## config.mk

```make
export PLATFORM = sky130hd
export DESIGN_NAME = aabbtm_ctrl
export DESIGN_NICKNAME = d
export VERILOG_FILES = /design/src/aabbtm_pkg.sv /design/src/aabbtm_ctrl.sv
export SDC_FILE = /design/constraint.sdc
export NUM_CORES = 1
export LEC_CHECK = 0
export ABC_AREA = 1
export CAP_MARGIN = 20
export CORE_ASPECT_RATIO = 1.4
export CORE_MARGIN = 1.5
export CORE_UTILIZATION = 50
export DETAILED_ROUTE_END_ITERATION = 12
export DONT_BUFFER_PORTS = 1
export SLEW_MARGIN = 30
export SYNTH_ARGS = -nofsm -noshare
export SYNTH_HDL_FRONTEND = slang
export SYNTH_SLANG_ARGS = --single-unit
```

## constraint.sdc

```tcl
create_clock -name clk_i -period 3.5 [get_ports clk_i]
set_clock_uncertainty 0.15 [all_clocks]
set_input_delay 0.175 -clock clk_i [delete_from_list [all_inputs] [get_ports clk_i]]
set_output_delay 0.175 -clock clk_i [all_outputs]
set_load 0.005 [all_outputs]
```

## src/aabbtm_pkg.sv

```systemverilog
// Shared types, constants and saturation helpers for the box transform/merge core.
// Used by the controller, the datapath, the top level and the port checker.
// No dependencies.
package aabbtm_pkg;

  // fixed-point format of every coordinate and matrix word
  localparam int unsigned FRAC_BITS   = 16;
  localparam int unsigned COORD_WIDTH = 32;
  localparam int unsigned HALF_WIDTH  = COORD_WIDTH - 1;

  // accumulator wide enough for three rounded products plus a translation
  localparam int unsigned ACC_W   = 50;
  // shared multiplier operand and product widths
  localparam int unsigned MOP_W   = COORD_WIDTH + 1;
  localparam int unsigned PROD_W  = 2 * MOP_W;
  // squared row length, root iterations and quotient bits of the row scaling
  localparam int unsigned LSQ_W       = 2 * COORD_WIDTH;
  localparam int unsigned SQRT_STEPS  = COORD_WIDTH;
  localparam int unsigned DIV_STEPS   = FRAC_BITS + 1;
  localparam int unsigned NUM_W       = COORD_WIDTH + FRAC_BITS;
  localparam int unsigned MAT_WORDS   = 12;

  // transaction operation codes
  localparam logic [1:0] OP_LOAD  = 2'd0;
  localparam logic [1:0] OP_XFORM = 2'd1;
  localparam logic [1:0] OP_MERGE = 2'd2;
  localparam logic [1:0] OP_NONE  = 2'd3;

  typedef struct packed {
    logic [1:0]         operation;
    logic [3:0]         matrix_index;
    logic signed [31:0] matrix_value;
    logic signed [31:0] box_center_x;
    logic signed [31:0] box_center_y;
    logic signed [31:0] box_center_z;
    logic [30:0]        box_half_x;
    logic [30:0]        box_half_y;
    logic [30:0]        box_half_z;
    logic               ignore_scale;
  } in_item_t;

  typedef struct packed {
    logic signed [31:0] out_center_x;
    logic signed [31:0] out_center_y;
    logic signed [31:0] out_center_z;
    logic [30:0]        out_half_x;
    logic [30:0]        out_half_y;
    logic [30:0]        out_half_z;
  } out_item_t;

  // datapath micro-operations issued by the controller
  typedef enum logic [4:0] {
    DP_NOP,
    DP_ACCEPT,
    DP_SQ_CLR,
    DP_MUL_SQ,
    DP_ACC_SQ,
    DP_SQRT_INIT,
    DP_SQRT_STEP,
    DP_DIV_INIT,
    DP_DIV_STEP,
    DP_DIV_WRITE,
    DP_ROW_INIT,
    DP_MUL_CEN,
    DP_ACC_CEN,
    DP_MUL_HALF,
    DP_ACC_HALF,
    DP_ROW_WRITE,
    DP_MERGE_AXIS,
    DP_OUT_LOAD
  } dp_op_e;

  typedef struct packed {
    dp_op_e     op;
    logic [1:0] row;
    logic [1:0] col;
  } dp_cmd_t;

  typedef struct packed {
    logic lsq_zero;
  } dp_status_t;

  // clamp to the signed coordinate range
  function automatic logic signed [COORD_WIDTH-1:0] sat_center(
    input logic signed [ACC_W-1:0] x
  );
    logic signed [ACC_W-1:0] cmax;
    logic signed [ACC_W-1:0] cmin;
    cmax = {{(ACC_W-COORD_WIDTH+1){1'b0}}, {(COORD_WIDTH-1){1'b1}}};
    cmin = ~cmax;
    if (x > cmax) begin
      return cmax[COORD_WIDTH-1:0];
    end else if (x < cmin) begin
      return cmin[COORD_WIDTH-1:0];
    end
    return x[COORD_WIDTH-1:0];
  endfunction

  // clamp to the non-negative half-extent range
  function automatic logic [HALF_WIDTH-1:0] sat_half(
    input logic signed [ACC_W-1:0] x
  );
    logic signed [ACC_W-1:0] hmax;
    hmax = {{(ACC_W-HALF_WIDTH){1'b0}}, {HALF_WIDTH{1'b1}}};
    if (x < 0) begin
      return '0;
    end else if (x > hmax) begin
      return hmax[HALF_WIDTH-1:0];
    end
    return x[HALF_WIDTH-1:0];
  endfunction

endpackage

```

## src/aabbtm_ctrl.sv

```systemverilog
// Sequencer of the box transform/merge core: handshakes and micro-op issue.
// Depends on aabbtm_pkg; drives the datapath through aabbtm_pkg::dp_cmd_t.
module aabbtm_ctrl (
  input  logic                   clk_i,
  input  logic                   rst_ni,
  input  logic                   in_valid_i,
  input  logic [1:0]             in_op_i,
  input  logic                   in_ignore_i,
  output logic                   in_stall_o,
  output logic                   out_valid_o,
  input  logic                   out_stall_i,
  input  aabbtm_pkg::dp_status_t status_i,
  output aabbtm_pkg::dp_cmd_t    cmd_o
);

  typedef enum logic [4:0] {
    S_IDLE,
    S_SQ_CLR,
    S_SQ_MUL,
    S_SQ_ACC,
    S_SQ_CHK,
    S_SQRT_INIT,
    S_SQRT,
    S_DIV_INIT,
    S_DIV,
    S_DIV_WR,
    S_XF_INIT,
    S_XF_MULC,
    S_XF_ACCC,
    S_XF_MULH,
    S_XF_ACCH,
    S_XF_WR,
    S_MERGE,
    S_EMIT
  } state_e;

  state_e     state_q;
  logic [1:0] row_q;
  logic [1:0] col_q;
  logic [4:0] step_q;
  logic       out_valid_q;
  logic       out_free;

  assign out_free    = !out_valid_q || !out_stall_i;
  assign in_stall_o  = (state_q != S_IDLE);
  assign out_valid_o = out_valid_q;

  // micro-op for the current state
  always_comb begin
    cmd_o.row = row_q;
    cmd_o.col = col_q;
    case (state_q)
      S_IDLE:      cmd_o.op = in_valid_i ? aabbtm_pkg::DP_ACCEPT : aabbtm_pkg::DP_NOP;
      S_SQ_CLR:    cmd_o.op = aabbtm_pkg::DP_SQ_CLR;
      S_SQ_MUL:    cmd_o.op = aabbtm_pkg::DP_MUL_SQ;
      S_SQ_ACC:    cmd_o.op = aabbtm_pkg::DP_ACC_SQ;
      S_SQRT_INIT: cmd_o.op = aabbtm_pkg::DP_SQRT_INIT;
      S_SQRT:      cmd_o.op = aabbtm_pkg::DP_SQRT_STEP;
      S_DIV_INIT:  cmd_o.op = aabbtm_pkg::DP_DIV_INIT;
      S_DIV:       cmd_o.op = aabbtm_pkg::DP_DIV_STEP;
      S_DIV_WR:    cmd_o.op = aabbtm_pkg::DP_DIV_WRITE;
      S_XF_INIT:   cmd_o.op = aabbtm_pkg::DP_ROW_INIT;
      S_XF_MULC:   cmd_o.op = aabbtm_pkg::DP_MUL_CEN;
      S_XF_ACCC:   cmd_o.op = aabbtm_pkg::DP_ACC_CEN;
      S_XF_MULH:   cmd_o.op = aabbtm_pkg::DP_MUL_HALF;
      S_XF_ACCH:   cmd_o.op = aabbtm_pkg::DP_ACC_HALF;
      S_XF_WR:     cmd_o.op = aabbtm_pkg::DP_ROW_WRITE;
      S_MERGE:     cmd_o.op = aabbtm_pkg::DP_MERGE_AXIS;
      S_EMIT:      cmd_o.op = out_free ? aabbtm_pkg::DP_OUT_LOAD : aabbtm_pkg::DP_NOP;
      default:     cmd_o.op = aabbtm_pkg::DP_NOP;
    endcase
  end

  // state, counters and output valid
  always_ff @(posedge clk_i or negedge rst_ni) begin
    if (!rst_ni) begin
      state_q     <= S_IDLE;
      row_q       <= '0;
      col_q       <= '0;
      step_q      <= '0;
      out_valid_q <= 1'b0;
    end else begin
      if (out_valid_q && !out_stall_i && state_q != S_EMIT) begin
        out_valid_q <= 1'b0;
      end
      case (state_q)
        S_IDLE: begin
          row_q <= '0;
          col_q <= '0;
          if (in_valid_i) begin
            case (in_op_i)
              aabbtm_pkg::OP_XFORM: state_q <= in_ignore_i ? S_SQ_CLR : S_XF_INIT;
              aabbtm_pkg::OP_MERGE: state_q <= S_MERGE;
              default:              state_q <= S_IDLE;
            endcase
          end
        end
        S_SQ_CLR: begin
          col_q   <= '0;
          state_q <= S_SQ_MUL;
        end
        S_SQ_MUL: state_q <= S_SQ_ACC;
        S_SQ_ACC: begin
          if (col_q == 2'd2) begin
            state_q <= S_SQ_CHK;
          end else begin
            col_q   <= col_q + 2'd1;
            state_q <= S_SQ_MUL;
          end
        end
        S_SQ_CHK: begin
          if (!status_i.lsq_zero) begin
            state_q <= S_SQRT_INIT;
          end else if (row_q == 2'd2) begin
            row_q   <= '0;
            state_q <= S_XF_INIT;
          end else begin
            row_q   <= row_q + 2'd1;
            state_q <= S_SQ_CLR;
          end
        end
        S_SQRT_INIT: begin
          step_q  <= '0;
          state_q <= S_SQRT;
        end
        S_SQRT: begin
          if (step_q == 5'(aabbtm_pkg::SQRT_STEPS - 1)) begin
            col_q   <= '0;
            state_q <= S_DIV_INIT;
          end else begin
            step_q <= step_q + 5'd1;
          end
        end
        S_DIV_INIT: begin
          step_q  <= '0;
          state_q <= S_DIV;
        end
        S_DIV: begin
          if (step_q == 5'(aabbtm_pkg::DIV_STEPS - 1)) begin
            state_q <= S_DIV_WR;
          end else begin
            step_q <= step_q + 5'd1;
          end
        end
        S_DIV_WR: begin
          if (col_q != 2'd2) begin
            col_q   <= col_q + 2'd1;
            state_q <= S_DIV_INIT;
          end else if (row_q == 2'd2) begin
            row_q   <= '0;
            state_q <= S_XF_INIT;
          end else begin
            row_q   <= row_q + 2'd1;
            state_q <= S_SQ_CLR;
          end
        end
        S_XF_INIT: begin
          col_q   <= '0;
          state_q <= S_XF_MULC;
        end
        S_XF_MULC: state_q <= S_XF_ACCC;
        S_XF_ACCC: state_q <= S_XF_MULH;
        S_XF_MULH: state_q <= S_XF_ACCH;
        S_XF_ACCH: begin
          if (col_q == 2'd2) begin
            state_q <= S_XF_WR;
          end else begin
            col_q   <= col_q + 2'd1;
            state_q <= S_XF_MULC;
          end
        end
        S_XF_WR: begin
          if (row_q == 2'd2) begin
            state_q <= S_EMIT;
          end else begin
            row_q   <= row_q + 2'd1;
            state_q <= S_XF_INIT;
          end
        end
        S_MERGE: begin
          if (row_q == 2'd2) begin
            state_q <= S_EMIT;
          end else begin
            row_q <= row_q + 2'd1;
          end
        end
        S_EMIT: begin
          if (out_free) begin
            out_valid_q <= 1'b1;
            state_q     <= S_IDLE;
          end
        end
        default: state_q <= S_IDLE;
      endcase
    end
  end

endmodule

```

# After elaboration in Yosys (flattened, before gate mapping)
# Cells that the tools add are included.
# totals
mem_count	0
latchBits	0
wordCells	95
ram_bits	0
rom_bits	0
out_inout_bits	11
inputBits	8
register_bits	15
# op_classes
shifts	0
div	0
n_addsub	3
reduce_logical	18
bitwise	0
mul	0
n_mux	32
n_eq_ne	37
n_lt_le_gt_ge	0
# op_table
cell	n
$pmux 5 s18	1
$pmux 5 s17	1
$mux 5	9
$eq 5x4->1 const B	8
$ne 2x2->1 const B	13
$eq 5x3->1 const B	4
$eq 5x5->1 const B	4
$mux 4	4
$pmux 2 s4	2
$pmux 5 s3	1
$mux 2	7
$eq 5x2->1 const B	2
$pmux 5 s2	1
$reduce_and 4->1	2
$reduce_bool 4->1	2
$eq 2x2->1 const B	3
$mux 3	2
$reduce_or 2->1	3
$add 5x1->5 const B	1
$eq 5x1->1 const B	1
$logic_not 5->1	1
$ne 5x5->1 const B	1
$reduce_and 5->1	1
$reduce_bool 5->1	1
9 further kinds	15

# Depth between registers and ports, before layout
# depth
word_depth	6
mapped_depth	10
mapped_depth_nobuf	10

# Worst setup path before layout
# Ideal clock, no wire load.
# synth_timing
path_type	register to register
start	reg step_q[0]
end	reg state_q[1]
stages_incl_launch_ff	11
slack_ps	1957
synth_period_minus_slack_ps	1543
path_buffers	0
setup_time_ps	117
required_ps	3233
arrival_time_ps	1276
path_cell_list	dfrtp_1 > ha_1 > nand2_1 > nor2_1 > ha_1 > nor2_1 > inv_1 > nand2_1 > nor2_2 > nand2_1 > nand2_1
# synth_between
elab_chain_cells	3
word_cells_on_any_way	5
cone_classes	4 x eq/ne; 1 x reduce/logical
# synth_lines
item	line_no	source
start: declaration	aabbtm_ctrl.sv:40	logic [4:0] step_q;
start signal: assignment	aabbtm_ctrl.sv:131	step_q <= step_q + 5'd1;
start signal: assignment	aabbtm_ctrl.sv:142	step_q <= step_q + 5'd1;
$eq 5x5->1, on equally long branches	aabbtm_ctrl.sv:139, aabbtm_ctrl.sv:127	
$ne 2x2->1 (no source line)	-	
$reduce_and 5->1 (no source line) *	-	
end signal: assignment	aabbtm_ctrl.sv:92	aabbtm_pkg::OP_XFORM: state_q <= in_ignore_i ? S_SQ_CLR : S_XF_INIT;
end: declaration	aabbtm_ctrl.sv:37	state_e state_q;
# Mark *: on every way between the ends. The rest lies on a longest branch, timed or not.
# A chain may end at the register's enable or synchronous reset.

==> out/qor.csv <==
metric,value,unit
cpPeakStageDelay,0.64,ns
critical_path.max_fanout,13,
worstPathRequired,3.17,ns
worstSetupEndpointType,output pin,
final_worst_path_period_share,0.668,
setup.worst_path.start_class,flop,
timing.reg2reg.worst_path_depth,8,
dominant_delay_contributor_by_cell_family_on_the_critical_path,simple AND/OR/NAND/NOR gates,
synthToLayoutAreaGrowth,5.71,%
min-delay-path-class,primary input to flop,
worstSkewPairLatency,0.30,ns
route.vias.total,1467,
first_global_vias,1443,
synth_fa_ha_area_frac,0.0625,
root_buffer,sky130_fd_sc_hd__clkbuf_4,
power.switching_fraction,0.544,
detail_route.vias_per_cell,5.32,
grt_setup_unrepaired,no,
track_usage,0.276,
cts-htree-levels,1,
min_path_cells,4,
synth_area,0.00140,sq mm
first_pass_iters,4,
dominant_combinational_cell_family_by_area_after_synthesis,simple AND/OR/NAND/NOR gates,
ys_warn_count,0,
portion_of_the_post_synthesis_area_used_by_sequential_elements,0.268,
post_synth_most_frequent_cells,"sky130_fd_sc_hd__nand2_1, sky130_fd_sc_hd__nor2_1, sky130_fd_sc_hd__inv_1",
finalHoldViolCount,0,
number_of_sinks_on_the_clock_net,15,
drt-wirelength-per-cell,13.0,microns
max_freq,428,MHz
status,completed,
cts_tree,yes,
fin_total_pwr,1010,uW
detail-route-antenna-nets,0,
timing.setup.tns,0,ns
post_synth.cell_area_avg,5.94,sq um
setup-violations-final,0,
drive_gt1_frac,0.0708,
rows,22,
tightest_slew,0.796,ns
detailed_place.area,0.00143,sq mm
cp_num_buf_inv,1,
final_critical_path_setup_slack,1.16,ns
place.detailed.hpwl,2.89,mm
antenna_found_initial,0,
seq_power_share,0.298,
drv.max_cap_violation_count,0,
synth.area.mux_share,0,
grt_pass1_wl,6.11,mm
yosys.area_share.simple,0.504,
die_width,47.7,microns
yosys_most_used_dff,sky130_fd_sc_hd__dfrtp_1,
synth_top_area_share,0.268,
timing.final.max_slew_violations,0,
core,0.00264,sq mm
most_instantiated_library_cell_after_synthesis,sky130_fd_sc_hd__nand2_1,
netSwitchingPower,547,uW
wl,3.60,mm
timing.max_slew.rel_slack,0.467,
grt_overflow,0,
critical_path.slowest_cell,sky130_fd_sc_hd__nor2_1,
yosys_register_bits,15,
complex_gate_fraction_of_the_synthesized_area,0.0509,
detailed_route_drc_error_count,0,
ioPinCount,19,
clock_tree.buffer_depth,2,
num-nets-final,256,
synthesis.nets,251,
synth_edf_count,0,
number_of_buffers_created_by_cts,3,
antenna-diode-count,0,
place_inst,270,
grt_start_max_net_pins,16,
highest_ir_drop_seen_on_vdd,0.474,mV
clock_transition_time_at_the_flip_flop_clock_pins_of_the_worst_setup_and_hold_paths,0.11,ns
timing.rr.start,state_q[0],
comb_power_share,0.593,
timing.setup.critical_path_class,flop to output pin,
ff2ff_setup_slack,1.35,ns
port_buffers,0,
pwr_density,679,mW/mm^2
leakage_power,0.000862,uW
crit_chain,"nor2_1, nand2_1, nor2_2, inv_1, o21ai_0",
dpl_worst_slack,1.39,ns
r2r_end,state_q[0],
post_cts.resized_instances,0,
post_synth_num_cell_types,24,
postLayoutCellArea,0.00148,sq mm
critical_path_arrival,2.01,ns
dr.first_iter.drc_count,67,
synth.top_cells.by_area,"sky130_fd_sc_hd__dfrtp_1, sky130_fd_sc_hd__nand2_1, sky130_fd_sc_hd__nor2_1, sky130_fd_sc_hd__inv_1, sky130_fd_sc_hd__nand3_1",
die-area,0.00313,sq mm
post_synth_xor_area_fraction,0.0125,
final_wtd_congestion,0.901,
die-height,65.6,microns
min_delay_worst_endpoint,state_q[4],
finalNonFillerCells,276,
period_needed,2.34,ns
postSynthCellCount,236,
yosysTopAreaCell,sky130_fd_sc_hd__dfrtp_1,
synthArstFlopShare,1.00,
share_clk_of_total_power,0.109,
hold_path_startpoint,in_op_i[0],
intPower,459,uW
starting_density_of_the_core,0.530,
==> repair_timing <==
item / CTS / global route
buffers inserted: 0 / 0
setup endpoints to repair: 0 / 0
hold buffers: 2 / 0
hold endpoints to repair: 16 / 0
==> flip-flops by register name (all words and copies together) (netlist names) <==
name / count
state_q: 5
col_q: 2
out_valid_o: 1
step_q: 5
row_q: 2
==> cell usage in the layout (no fill, tap or decap) <==
master / instances
sky130_fd_sc_hd__a21oi_1: 2
sky130_fd_sc_hd__and2_1: 1
sky130_fd_sc_hd__clkbuf_4: 3
sky130_fd_sc_hd__clkinv_2: 1
sky130_fd_sc_hd__dfrtp_1: 15
sky130_fd_sc_hd__dlygate4sd3_1: 2
sky130_fd_sc_hd__ha_1: 7
sky130_fd_sc_hd__inv_1: 32
sky130_fd_sc_hd__inv_2: 3
sky130_fd_sc_hd__nand2_1: 84
sky130_fd_sc_hd__nand2_2: 2
sky130_fd_sc_hd__nand3_1: 23
sky130_fd_sc_hd__nand3_2: 1
sky130_fd_sc_hd__nand3b_1: 3
sky130_fd_sc_hd__nand4_1: 4
sky130_fd_sc_hd__nor2_1: 33
sky130_fd_sc_hd__nor2_2: 5
sky130_fd_sc_hd__nor2_4: 2
sky130_fd_sc_hd__nor3_1: 3
sky130_fd_sc_hd__o21ai_0: 6
sky130_fd_sc_hd__o21ai_1: 3
sky130_fd_sc_hd__o21bai_1: 1
sky130_fd_sc_hd__o221ai_1: 1
sky130_fd_sc_hd__or2_0: 1
sky130_fd_sc_hd__xor2_1: 2
==> worst max-delay path by stage <==
stage / from / to / slack (ns) / cells after the start
after global routing: state_q[0] / cmd_o[8] / 0.98 / 5
after CTS: state_q[0] / cmd_o[4] / 1.17 / 7
after detailed placement: state_q[0] / state_q[0] / 1.39 / 8
final: state_q[0] / cmd_o[8] / 1.16 / 5
after global placement: state_q[0] / row_q[1] / 1.46 / 8
after floorplan: step_q[0] / state_q[1] / 1.96 / 10
==> stage by stage <==
step / utilization / hold WS [ns]
after global placement: 0.543 / -0.270
after global routing: 0.561 / 0.0761
after CTS: 0.561 / 0.0698
after detailed placement: 0.543 / -0.270
final: 0.561 / 0.0758
after floorplan: - / -0.271
==> tightest hold or removal path: stages <==
cell	delay [ns]
sky130_fd_sc_hd__nor3_1	0.02
sky130_fd_sc_hd__or2_0	0.19
sky130_fd_sc_hd__nand2_1	0.07
sky130_fd_sc_hd__nand2_1	0.04
==> final cells by class <==
class                   count  area (sq um)
clock buffers               3          22.5
clock inverters             1          5.00
fillers                   283          1160
inverters                  35           131
multi-input cells         184           882
flip-flops and latches     15           375
well taps                  36          45.0
repair buffers              2          20.0
==> power by group through the flow <==
stage                     Combinational, uW  Clock (uW)  Sequential, uW
after global routing                    687         121             309
after global placement                  575           0             301
after floorplan                         476           0             287
after detailed placement                592           0             303
final                                   597         110             299
after CTS                               600         113             299
==> metal layers <==
metal  up-vias  GRT usage  routed length [microns]  part of all wire
li1        748          -                        -                 -
met1       675      0.304                     1460              0.41
met2        35      0.480                     1890              0.52
met3         9     0.0495                      158             0.044
met4         0      0.125                       89             0.025
met5         -          0                        0                 0
==> logic make-up (layout without fill, tap and decap cells) <==
group	Yosys count	in the layout
buf+inv	37	41
fa+ha+maj	7	7
flops	15	15
compound gates	13	13
simple gates	162	162
xor+xnor	2	2
Note: power is estimated with default switching activity, not from simulation.
